==> config.mk <==
export PLATFORM = sky130hd
export DESIGN_NAME = q4k_block_repack
export DESIGN_NICKNAME = d
export VERILOG_FILES = /design/src/sv/q4kr_pkg.sv /design/src/sv/q4kr_code_ram.sv /design/src/sv/q4kr_scale_unit.sv /design/src/sv/q4k_block_repack.sv
export SDC_FILE = /design/constraint.sdc
export NUM_CORES = 2
export LEC_CHECK = 0
export ABC_CLOCK_PERIOD_IN_PS = 7600
export BUFFER_PORTS_ARGS = -buffer_cell sky130_fd_sc_hd__buf_2
export CORE_ASPECT_RATIO = 0.8
export CORE_MARGIN = 2
export CORE_UTILIZATION = 25
export CTS_CLUSTER_SIZE = 24
export DETAILED_ROUTE_END_ITERATION = 8
export PLACE_DENSITY = 0.51
export SYNTH_ARGS = -nofsm -noshare
export SYNTH_HDL_FRONTEND = slang
export SYNTH_SLANG_ARGS = --single-unit
==> constraint.sdc <==
create_clock -name clock -period 7.6 [get_ports clock]
set_input_delay 0.38 -clock clock [delete_from_list [all_inputs] [get_ports clock]]
set_output_delay 0.38 -clock clock [all_outputs]
set_load 0.1 [all_outputs]
==> src/sv/q4kr_pkg.sv <==
// Shared types, constants and float helpers for the Q4_K block repacker.
// No dependencies; used by q4kr_scale_unit and q4k_block_repack.
`default_nettype none
package q4kr_pkg;

   localparam logic [7:0]  BLOCK_LAST   = 8'd143;
   localparam logic [7:0]  HEADER_BYTES = 8'd16;
   localparam logic [31:0] CANON_NAN    = 32'h7FC0_0000;
   localparam logic [30:0] EXP_ALL_ONES = 31'h7F80_0000;

   // word slots inside one emitted group of twelve
   localparam logic [3:0] SLOT_SCALE_A = 4'd0;
   localparam logic [3:0] SLOT_MIN_A   = 4'd1;
   localparam logic [3:0] SLOT_SCALE_B = 4'd6;
   localparam logic [3:0] SLOT_MIN_B   = 4'd7;
   localparam logic [3:0] SLOT_LAST    = 4'd11;

   typedef struct packed {
      logic [31:0] scale_a;
      logic [31:0] min_a;
      logic [31:0] scale_b;
      logic [31:0] min_b;
   } rec_scale_type;

   typedef struct packed {
      logic [5:0] scale_a;
      logic [5:0] min_a;
      logic [5:0] scale_b;
      logic [5:0] min_b;
   } sub_pair_type;

   // exact f16 -> f32, NaN folds to the canonical quiet NaN
   function automatic logic [31:0] half_to_single(input logic [15:0] h);
      logic [4:0]  ex;
      logic [9:0]  fr;
      logic [3:0]  p;
      logic [31:0] res;
      logic [31:0] sh;
      ex = h[14:10];
      fr = h[9:0];
      p  = 4'd0;
      for (int i = 0; i < 10; i++) begin
         if (fr[i]) p = 4'(i);
      end
      sh = {22'd0, fr} << (5'd23 - {1'b0, p});
      if (ex == 5'd31) begin
         res = (fr != 10'd0) ? CANON_NAN : {h[15], EXP_ALL_ONES};
      end else if (ex == 5'd0) begin
         if (fr == 10'd0) res = {h[15], 31'd0};
         else res = {h[15], 8'({4'd0, p} + 8'd103), sh[22:0]};
      end else begin
         res = {h[15], 8'({3'd0, ex} + 8'd112), fr, 13'd0};
      end
      return res;
   endfunction

   // exact f32 (from f16) times a 6-bit integer
   function automatic logic [31:0] mul_small(input logic [31:0] a, input logic [5:0] k);
      logic [29:0] prod;
      logic [2:0]  t;
      logic [29:0] norm;
      logic [31:0] res;
      prod = {1'b1, a[22:0]} * {18'd0, k};
      t = 3'd0;
      for (int i = 0; i < 7; i++) begin
         if (prod[23 + i]) t = 3'(i);
      end
      norm = prod >> t;
      if (a[30:0] > EXP_ALL_ONES) res = CANON_NAN;
      else if (a[30:23] == 8'hFF) res = (k == 6'd0) ? CANON_NAN : a;
      else if (a[30:0] == 31'd0 || k == 6'd0) res = {a[31], 31'd0};
      else res = {a[31], 8'(a[30:23] + {5'd0, t}), norm[22:0]};
      return res;
   endfunction

   // 6-bit scale and min of sub-block j from the twelve packed bytes
   function automatic logic [11:0] unpack_sub(input logic [95:0] s, input logic [2:0] j);
      logic [7:0] lo_b;
      logic [7:0] hi_b;
      logic [7:0] up_b;
      logic [11:0] res;
      lo_b = s[8 * j[1:0] +: 8];
      hi_b = s[8 * ({2'd0, j[1:0]} + 4'd4) +: 8];
      up_b = s[8 * ({2'd0, j[1:0]} + 4'd8) +: 8];
      if (!j[2]) res = {lo_b[5:0], hi_b[5:0]};
      else res = {lo_b[7:6], up_b[3:0], hi_b[7:6], up_b[7:4]};
      return res;
   endfunction

endpackage
`default_nettype wire

==> src/sv/q4kr_code_ram.sv <==
// Code word store: 8 entries of {high nibbles, low nibbles}, two banks of four.
// One write port, one read port with registered read data. No dependencies.
`default_nettype none
module q4kr_code_ram (
   input  wire logic        clock,
   input  wire logic        wr_en,
   input  wire logic [2:0]  wr_addr,
   input  wire logic [63:0] wr_data,
   input  wire logic [2:0]  rd_addr,
   output logic [63:0]      rd_data
);
   logic [63:0] mem [8];

   always_ff @(posedge clock) begin
      if (wr_en) mem[wr_addr] <= wr_data;
      rd_data <= mem[rd_addr];
   end
endmodule
`default_nettype wire

==> src/sv/q4kr_scale_unit.sv <==
// Forms the four f32 words d*scale and dmin*min for the two records of a group.
// Depends on q4kr_pkg.
`default_nettype none
module q4kr_scale_unit (
   input  wire logic [31:0]             d_single,
   input  wire logic [31:0]             dmin_single,
   input  wire q4kr_pkg::sub_pair_type  subs,
   output q4kr_pkg::rec_scale_type      rec
);
   always_comb begin
      rec.scale_a = q4kr_pkg::mul_small(d_single, subs.scale_a);
      rec.min_a   = q4kr_pkg::mul_small(dmin_single, subs.min_a);
      rec.scale_b = q4kr_pkg::mul_small(d_single, subs.scale_b);
      rec.min_b   = q4kr_pkg::mul_small(dmin_single, subs.min_b);
   end
endmodule
`default_nettype wire

==> src/sv/q4k_block_repack.sv <==
// Q4_K super-block repacker.
// req_ channel: one stream byte per beat (req_data_byte, req_end_of_tensor).
// rsp_ channel: 32-bit words; each group of 32 code bytes yields twelve beats:
//   scale A, min A, four low-nibble words, scale B, min B, four high-nibble
//   words. rsp_run_last marks the twelfth, rsp_tensor_last the tensor's end.
// A group's first word is offered from the output register once its 32nd byte
// is taken; the rest follow one per cycle while rsp_stall stays low.
// Throughput: one byte per cycle unless req_stall is high. Groups are 32 bytes
// apart and each emits twelve words, so a closing byte is only held off while
// the previous group is still being emitted, i.e. under long output stalls.
// Code bytes land in a two-bank code RAM, one 64-bit write per 8 bytes; the
// emitter reads one entry per nibble word, its address taken from k_in.
// The f16 factors are converted to f32 in the header and multiplied by the
// 6-bit sub-scales when the group closes.
// Reset (synchronous) returns to the start of a block and drops any group in
// flight. While rsp_stall is high the output word holds; input bytes keep
// being taken until a further group would close.
// Depends on q4kr_pkg, q4kr_code_ram and q4kr_scale_unit.
`default_nettype none
module q4k_block_repack (
   input  wire logic        clock,
   input  wire logic        reset,
   input  wire logic        req_valid,
   output logic             req_stall,
   input  wire logic [7:0]  req_data_byte,
   input  wire logic        req_end_of_tensor,
   output logic             rsp_valid,
   input  wire logic        rsp_stall,
   output logic [31:0]      rsp_out_word,
   output logic             rsp_run_last,
   output logic             rsp_tensor_last
);
   logic [7:0]  pos_ff, pos_in;
   logic [15:0] d_half_ff, dmin_half_ff;
   logic [95:0] subs_ff;
   logic [31:0] lo_acc_ff, hi_acc_ff;
   logic        wr_bank_ff;
   logic [31:0] d_single_ff, dmin_single_ff;
   q4kr_pkg::sub_pair_type  sub_pair_ff;
   q4kr_pkg::rec_scale_type rec_now;
   q4kr_pkg::rec_scale_type job_rec_ff;
   logic        job_active_ff, job_active_in;
   logic        job_bank_ff, job_bank_in;
   logic        job_eot_ff;
   logic [3:0]  k_ff, k_in;
   logic        rsp_valid_ff;
   logic [31:0] rsp_word_ff;
   logic        rsp_run_last_ff, rsp_tensor_last_ff;

   logic        in_fire, in_code, grp_end, load, start;
   logic [7:0]  off;
   logic [3:0]  sub_idx;
   logic [31:0] lo_w, hi_w;
   logic [63:0] rd_data;
   logic [3:0]  q_sub;
   logic [1:0]  rd_q;
   logic [31:0] word_sel;

   assign off     = pos_ff - q4kr_pkg::HEADER_BYTES;
   assign in_code = pos_ff >= q4kr_pkg::HEADER_BYTES;
   assign grp_end = in_code && (off[4:0] == 5'd31);
   assign req_stall = grp_end && job_active_ff;
   assign in_fire = req_valid && !req_stall;
   assign start   = in_fire && grp_end;
   assign sub_idx = 4'(pos_ff - 8'd4);

   always_comb begin
      lo_w = lo_acc_ff;
      hi_w = hi_acc_ff;
      lo_w[4 * off[2:0] +: 4] = req_data_byte[3:0];
      hi_w[4 * off[2:0] +: 4] = req_data_byte[7:4];
   end

   always_comb begin
      pos_in = pos_ff;
      if (in_fire) begin
         if (req_end_of_tensor || pos_ff == q4kr_pkg::BLOCK_LAST) pos_in = 8'd0;
         else pos_in = pos_ff + 8'd1;
      end
   end

   q4kr_scale_unit u_scale (
      .d_single    (d_single_ff),
      .dmin_single (dmin_single_ff),
      .subs        (sub_pair_ff),
      .rec         (rec_now)
   );

   // output stage and emission counter
   assign load = job_active_ff && (!rsp_valid_ff || !rsp_stall);

   always_comb begin
      job_active_in = job_active_ff;
      job_bank_in   = job_bank_ff;
      k_in          = k_ff;
      if (start) begin
         job_active_in = 1'b1;
         job_bank_in   = wr_bank_ff;
         k_in          = 4'd0;
      end else if (load) begin
         k_in = k_ff + 4'd1;
         if (k_ff == q4kr_pkg::SLOT_LAST) job_active_in = 1'b0;
      end
   end

   // read address always tracks the next counter value, so rd_data matches k_ff
   assign q_sub = (k_in < q4kr_pkg::SLOT_SCALE_B) ? k_in - 4'd2 : k_in - 4'd8;
   assign rd_q  = q_sub[1:0];

   q4kr_code_ram u_ram (
      .clock   (clock),
      .wr_en   (in_fire && in_code && off[2:0] == 3'd7),
      .wr_addr ({wr_bank_ff, off[4:3]}),
      .wr_data ({hi_w, lo_w}),
      .rd_addr ({job_bank_in, rd_q}),
      .rd_data (rd_data)
   );

   always_comb begin
      if (k_ff == q4kr_pkg::SLOT_SCALE_A) word_sel = job_rec_ff.scale_a;
      else if (k_ff == q4kr_pkg::SLOT_MIN_A) word_sel = job_rec_ff.min_a;
      else if (k_ff == q4kr_pkg::SLOT_SCALE_B) word_sel = job_rec_ff.scale_b;
      else if (k_ff == q4kr_pkg::SLOT_MIN_B) word_sel = job_rec_ff.min_b;
      else if (k_ff < q4kr_pkg::SLOT_SCALE_B) word_sel = rd_data[31:0];
      else word_sel = rd_data[63:32];
   end

   always_ff @(posedge clock) begin
      if (reset) begin
         pos_ff        <= 8'd0;
         wr_bank_ff    <= 1'b0;
         job_active_ff <= 1'b0;
         job_bank_ff   <= 1'b0;
         k_ff          <= 4'd0;
         rsp_valid_ff  <= 1'b0;
      end else begin
         pos_ff        <= pos_in;
         job_active_ff <= job_active_in;
         job_bank_ff   <= job_bank_in;
         k_ff          <= k_in;
         if (start) wr_bank_ff <= !wr_bank_ff;
         if (load) rsp_valid_ff <= 1'b1;
         else if (!rsp_stall) rsp_valid_ff <= 1'b0;
      end
   end

   always_ff @(posedge clock) begin
      if (in_fire) begin
         if (pos_ff == 8'd0) d_half_ff[7:0] <= req_data_byte;
         if (pos_ff == 8'd1) d_half_ff[15:8] <= req_data_byte;
         if (pos_ff == 8'd2) dmin_half_ff[7:0] <= req_data_byte;
         if (pos_ff == 8'd3) dmin_half_ff[15:8] <= req_data_byte;
         if (pos_ff >= 8'd4 && !in_code) subs_ff[8 * sub_idx +: 8] <= req_data_byte;
         if (in_code) begin
            lo_acc_ff <= lo_w;
            hi_acc_ff <= hi_w;
         end
      end
      d_single_ff    <= q4kr_pkg::half_to_single(d_half_ff);
      dmin_single_ff <= q4kr_pkg::half_to_single(dmin_half_ff);
      {sub_pair_ff.scale_a, sub_pair_ff.min_a} <= q4kr_pkg::unpack_sub(subs_ff, {off[6:5], 1'b0});
      {sub_pair_ff.scale_b, sub_pair_ff.min_b} <= q4kr_pkg::unpack_sub(subs_ff, {off[6:5], 1'b1});
      if (start) begin
         job_rec_ff <= rec_now;
         job_eot_ff <= req_end_of_tensor;
      end
      if (load) begin
         rsp_word_ff        <= word_sel;
         rsp_run_last_ff    <= k_ff == q4kr_pkg::SLOT_LAST;
         rsp_tensor_last_ff <= (k_ff == q4kr_pkg::SLOT_LAST) && job_eot_ff;
      end
   end

   assign rsp_valid       = rsp_valid_ff;
   assign rsp_out_word    = rsp_word_ff;
   assign rsp_run_last    = rsp_run_last_ff;
   assign rsp_tensor_last = rsp_tensor_last_ff;

   a_stall_only_busy: assert property (@(posedge clock) disable iff (reset)
      req_stall |-> job_active_ff)
      else $error("input held off with no group in emission");
   a_pos_range: assert property (@(posedge clock) disable iff (reset)
      pos_ff <= q4kr_pkg::BLOCK_LAST)
      else $error("byte position beyond block");
   a_slot_range: assert property (@(posedge clock) disable iff (reset)
      job_active_ff |-> k_ff <= q4kr_pkg::SLOT_LAST)
      else $error("emission counter beyond last slot");
   a_tensor_in_run: assert property (@(posedge clock) disable iff (reset)
      rsp_valid_ff && rsp_tensor_last_ff |-> rsp_run_last_ff)
      else $error("tensor end outside a group end");
endmodule
`default_nettype wire

Yosys cells after proc, flatten, opt, wreduce, memory -nomap -nowiden
Memory sizes are Yosys's and may differ from the RTL's. A register that Yosys moved wholly into a read port is not among the register bits.
Cells that the tools add are included.
Widths: inputs -> output; s select.
Operators by class
  add/subtract/negate cells: 22
  multiply operators: 4
  order comparisons: 6
  equality and inequality tests: 15
  shifts and indexed selects: 17
  mux-type cells: 84
  reduce and logical (&&, ||, !) cells: 43
Operators by type and width (count)
  $mux 32: 17
  $mux 31: 8
  $shiftx 96x6->8: 2
  $shiftx 96x8->8: 2
  $shiftx 96x9->8: 2
  $mul 24x6->30: 4
  $shr 30x3->23: 4
  $bwmux 96: 1
  $shift 8x34->96 const A: 1
  $shiftx 8x34->96: 1
  $mux 4: 18
  $shiftx 4x34->32: 2
  $bwmux 32: 2
  $gt 31x31->1 const B: 2
  $logic_not 31->1: 2
  $shl 10x5->23: 2
  $mux 3: 12
  $neg 5->34: 1
  $neg 7->34: 1
  $shift 4x34->32 const A: 1
  $add 8x3->8: 4
  $eq 8x8->1 const B: 3
  $logic_not 6->1: 4
  $mux 12: 2
  other kinds (35): 93
Word-level totals
  register bits after elaboration: 459
  RAM bits: 512
  bits of input ports: 13
  output and inout bits: 36
  word-level logic and storage cells: 219
  memories: 1
Memory list
  u_ram.mem: depth 8, bits a word 64, read ports 1, clocked after memory_dff 1, wr ports 1, line q4kr_code_ram.sv:12  | logic [63:0] mem [8];

Depth between registers and ports, before layout
  depth after elaboration: 14
  mapped depth: 28
  gate-level depth less buffers: 24

By module
Synthesis repeated with hierarchy kept, for this count alone.
Unflattened totals
  cell total of the unflattened synthesis: 5329
  area total of the unflattened synthesis: 63160.6 um2
Modules (own cells, without submodules)
  q4kr_scale_unit: instances 1, cells an instance 3091, area each 24049.3 um2, sequential area each 0.0 um2
  q4kr_code_ram: instances 1, cells an instance 816, area each 20547.2 um2, sequential area each 16656.0 um2
  q4k_block_repack: instances 1, cells an instance 1422, area each 18564.1 um2, sequential area each 12702.2 um2

Least setup slack after synthesis
No wires, ideal clock.
  kind: reg-to-reg
  from: register pos_ff[2]
  to: memory u_ram.mem[3][0], enable pin
  library setup time: 0.564 ns
  arrival: 7.532 ns
  data required time: 7.036 ns
  setup slack: -0.497 ns
  cell stages (with the launch flop): 9
  path buffers: 0
  period minus slack after synthesis: 8.097 ns
  path through: dfxtp_1 -> inv_1 -> ha_1 -> nand3_1 -> nand3_1 -> nand3_1 -> and3_1 -> nand3_1 -> nor3_1
Between the ends
  longest elaborated chain between the ends: 10
  elaborated cells on any way between the ends: 12
  classes of those cells: add/sub: 1; order compare: 1; eq/ne: 2; mux: 2; reduce/logical: 6
RTL lines
  from (decl): line q4k_block_repack.sv:33  | logic [7:0] pos_ff, pos_in;
  from (signal assigned): line q4k_block_repack.sv:137  | pos_ff <= pos_in;
  $sub 7x5->7: line q4k_block_repack.sv:59  | assign off = pos_ff - q4kr_pkg::HEADER_BYTES;
  $eq 5x5->1: line q4k_block_repack.sv:61  | assign grp_end = in_code && (off[4:0] == 5'd31);
  $logic_and 1x1->1: line q4k_block_repack.sv:61
  $logic_and 1x1->1: line q4k_block_repack.sv:62  | assign req_stall = grp_end && job_active_ff;
  $logic_not 1->1: line q4k_block_repack.sv:63  | assign in_fire = req_valid && !req_stall;
  $logic_and 1x1->1: line q4k_block_repack.sv:63
  $logic_and 1x1->1 (2 in series): line q4k_block_repack.sv:112  | .wr_en (in_fire && in_code && off[2:0] == 3'd7),
  $mux 1: line q4kr_code_ram.sv:15  | if (wr_en) mem[wr_addr] <= wr_data;
  $mux 1 (implied by the code): line q4kr_code_ram.sv:15
  to (decl): line q4kr_code_ram.sv:12
Several ways; a longest one is shown, not always the timed one.

Final worst setup path
  from: register sub_pair_ff[21] in the netlist's numbering
  to: register job_rec_ff[126] in the netlist's numbering (data pin)
Between the ends
  longest elaborated chain between the ends: 10
  elaborated cells on any way between the ends: 13
  classes of those cells: add/sub: 1; mul: 1; mux: 9; reduce/logical: 2
RTL lines
  from (decl): line q4k_block_repack.sv:39  | q4kr_pkg::sub_pair_type sub_pair_ff;
  $mul 24x6->30: line q4kr_pkg.sv:63  | prod = {1'b1, a[22:0]} * {18'd0, k};
  $mux 1: line q4kr_pkg.sv:66  | if (prod[23 + i]) t = 3'(i);
  $mux 2 (2 in series): line q4kr_pkg.sv:66
  $mux 3 (3 in series): line q4kr_pkg.sv:66
  $add 8x3->8: line q4kr_pkg.sv:72  | else res = {a[31], 8'(a[30:23] + {5'd0, t}), norm[22:0]};
  $mux 31: line q4kr_pkg.sv:71  | else if (a[30:0] == 31'd0 || k == 6'd0) res = {a[31], 31'd0};
  $mux 32 *: line q4kr_pkg.sv:70  | else if (a[30:23] == 8'hFF) res = (k == 6'd0) ? CANON_NAN : a;
  to (signal assigned): line q4k_block_repack.sv:164  | job_rec_ff <= rec_now;
  to (decl): line q4k_block_repack.sv:41  | q4kr_pkg::rec_scale_type job_rec_ff;
Every way passes the cells marked *; elsewhere a longest branch is shown, timed or not.
A chain may end at the register's enable or synchronous reset.

==> results_dict.tcl <==
set metrics [dict create \
    status "finished, final reports clean" \
    port_buffers 48 \
    final_cell_count_no_fill 9532 \
    p_clk_frac 0.235 \
    syn_inst 6167 \
    grt_start_max_net_pins 193 \
    max_freq_mhz 140.1 \
    timing.final.crit_period_ps 7137 \
    cp_data_required_time_ps 8020 \
    syn_to_final_growth_pct 11.87 \
    ant_nets 0 \
    timing.final.crit_share 0.9391 \
    clk_pin_slew_ps 70 \
    viasPerCell 4.692 \
    fin_nets 6658 \
    placed_cells 9330 \
    drcViolationCount 0 \
    r2r_end "job_rec_ff[126]" \
    drtIter0Drc 4072 \
    yosysWarnings 0 \
    ys_ff_latch 1033 \
    reg2reg_slack_ps 460 \
    p_int_w 0.01352 \
    p_switching_w 0.008781 \
    synth_seq_area_share 0.4618 \
    fill_cells 26300 \
    ctsLongestPathBuffers 3 \
    p_comb_frac 0.470 \
    io_pins 49 \
    placed_cell_area_um2 67610 \
    rsz0062_at_grt "false" \
    crit_path_max_fanout 25 \
    syn_area_um2 63580 \
    grt_use_total 0.1403 \
    cts-root-buf "clkbuf_16" \
    drt_first_pass_iters 5 \
    ff2ff_path_depth 21 \
    multi_input_area_um2 31040 \
    synth_edf_count 867 \
    switching_share 0.3938 \
    overflow 0 \
    maxCapViolCount 0 \
    path_class "register to register" \
    finalPower_w 0.02230 \
    hold_path_class "primary input to register" \
    setup_violations 0 \
    hold_viol_final 0 \
    layout_commonest_cell "nand2_1" \
    antenna_found_initial 17 \
    fp-row-count 165 \
    slew_headroom 0.1428 \
    critical_path.endpoint_type "register" \
    final_cell_mix "990 x nand2_1, 867 x edfxtp_1, 541 x inv_1, 512 x and2_1, 383 x nand3_1" \
    num_vias 44720 \
    avgSynthCellArea_um2 10.31 \
    hold_start "req_valid" \
    hold_end "pos_ff[1]" \
    timing.rr.start "sub_pair_ff[21]" \
    htreeDepth 3 \
    grt_pass1_wl_um 280400 \
    dieWidth_um 567.8 \
    core_um2 252900 \
    wl_per_cell_um 19.29 \
    grt_pass1_vias 44430 \
    cts_tree "yes" \
    ys_async_sr_fraction 0 \
    synthFlopType "edfxtp_1" \
    die_h_um 455.0 \
    drive_gt1_frac 0.07131 \
    gp_congestion 0.8698 \
    clock_latency_ps 740 \
    fin_setup_tns_ps 0 \
    slew_viol_final 0 \
    leakagePower_nw 27.62 \
    clock_sinks 1033 \
    power_density_nw_per_um2 313.5 \
    worst_pin_slew_ps 1276 \
    fp.dieArea_um2 258400 \
    arrival_ps 7560 \
    holdPathStages 4 \
    regArea_um2 29360 \
    whs_ps 83.43 \
    yosysUniqueCellTypes 105 \
    wirelength_um 183800 \
    cts_buffers 102 \
    sequentialPowerShare 0.295 \
    post-dp-hpwl_um 126500 \
    initial_utilization 0.2514 \
    start_kind "register" \
    skew_ps 56.77 \
    irDropWorstVdd_mv 0.2096 \
    fin_area_um2 71120 \
]
[power groups by stage]
stage	clock [W]	combinational [W]	sequential, W
2_1_floorplan	0	0.00780	0.00662
5_1_grt	0.00558	0.0116	0.00658
3_5_place_dp	0	0.0104	0.00669
4_1_cts	0.00536	0.0105	0.00657
3_3_place_gp	0	0.0104	0.00669
6_report	0.00524	0.0105	0.00657
[final cells by class]
class                   count  area share
multi-input cells        4276      0.4365
flip-flops and latches   1033      0.4128
well taps                3340     0.05876
clock buffers             147     0.04069
inverters                 548     0.02899
repair buffers            137     0.01414
clock inverters            43    0.007828
diodes                      8   0.0002815
[sequential cells by signal, summed over array words and instances (netlist names), 4 cells and up]
| register | cells |
|---|---|
| d_half_ff | 16 |
| hi_acc_ff | 32 |
| dmin_single_ff | 31 |
| lo_acc_ff | 32 |
| job_rec_ff | 128 |
| d_single_ff | 31 |
| u_ram.rd_data | 64 |
| pos_ff | 8 |
| sub_pair_ff | 24 |
| u_ram.mem | 512 |
| subs_ff | 96 |
| dmin_half_ff | 16 |
| rsp_out_word | 32 |
| k_ff | 4 |
[through the flow]
step	util	setup WS, ps
after floorplan	-	412.2
after CTS	0.2811	358.3
after global routing	0.2812	13.24
after detailed placement	0.2673	378.3
final	0.2812	463.0
after global placement	0.2673	426.9
[cell families (layout without fill, tap and decap cells)]
group | count (synthesis) | after routing | share of synthesized area
other | 1 | 34 | 0.00005898
adder cells (fa/ha/maj) | 547 | 547 | 0.1502
AO/OA/AOI/OAI | 950 | 950 | 0.09521
XOR/XNOR | 121 | 121 | 0.01691
multiplexers | 244 | 244 | 0.04495
flip-flops | 1033 | 1033 | 0.4618
buffers and inverters | 883 | 875 | 0.05355
AND/OR/NAND/NOR | 2388 | 2388 | 0.1774
[timing repair]
item                                    in CTS  in global routing
gates resized for setup                      0                  4
endpoints found under the setup margin       0                  4
buffers inserted                             0                  0
hold buffers                                 4                  0
hold endpoints to repair                     5                  0
[how the worst max path moves through the flow]
stage                          startpoint                end  slack [ps]  depth (start not counted)
final                     sub_pair_ff[21]    job_rec_ff[126]         460                         21
after global routing       sub_pair_ff[0]     job_rec_ff[29]          10                         21
after CTS                 sub_pair_ff[13]     job_rec_ff[93]         360                         23
after detailed placement  sub_pair_ff[13]     job_rec_ff[93]         380                         23
after global placement    sub_pair_ff[13]     job_rec_ff[93]         430                         23
after floorplan                 pos_ff[2]  u_ram.rd_data[10]         410                         16
[synthesized netlist by cell type, types with 166 or more instances]
library cell | instances | area share
fa_1 | 360 | 0.11
inv_1 | 542 | 0.032
a21oi_1 | 180 | 0.014
nor2_1 | 292 | 0.017
ha_1 | 187 | 0.037
clkbuf_1 | 291 | 0.017
dfxtp_1 | 166 | 0.052
nand2_1 | 991 | 0.059
and2_1 | 514 | 0.051
o21ai_0 | 345 | 0.027
edfxtp_1 | 867 | 0.41
nand3_1 | 383 | 0.030
[layer usage]
| layer | share of wire | up-vias | track usage |
|---|---|---|---|
| met5 | 0.00033 | - | 0 |
| met4 | 0.021 | 8 | 0.03192 |
| met3 | 0.056 | 220 | 0.02036 |
| met2 | 0.44 | 1129 | 0.2170 |
| met1 | 0.49 | 22390 | 0.2059 |
| li1 | - | 20980 | - |
[worst max-delay path: stages (launching register included)]
cell and delay (ps):
dfxtp_1 980, and2_1 270, fa_1 420, fa_1 560, inv_1 60, fa_1 530
inv_1 50, ha_1 390, a21oi_1 100, o21ai_0 290, o21ai_0 170, a21boi_1 370
a41oi_1 200, xor2_1 550, a21bo_2 350, nor2_2 270, inv_1 220, ha_1 360
a21oi_1 300, nor2_1 90, xnor2_1 170, o21ai_0 100
(Power assumes the default switching activity.)
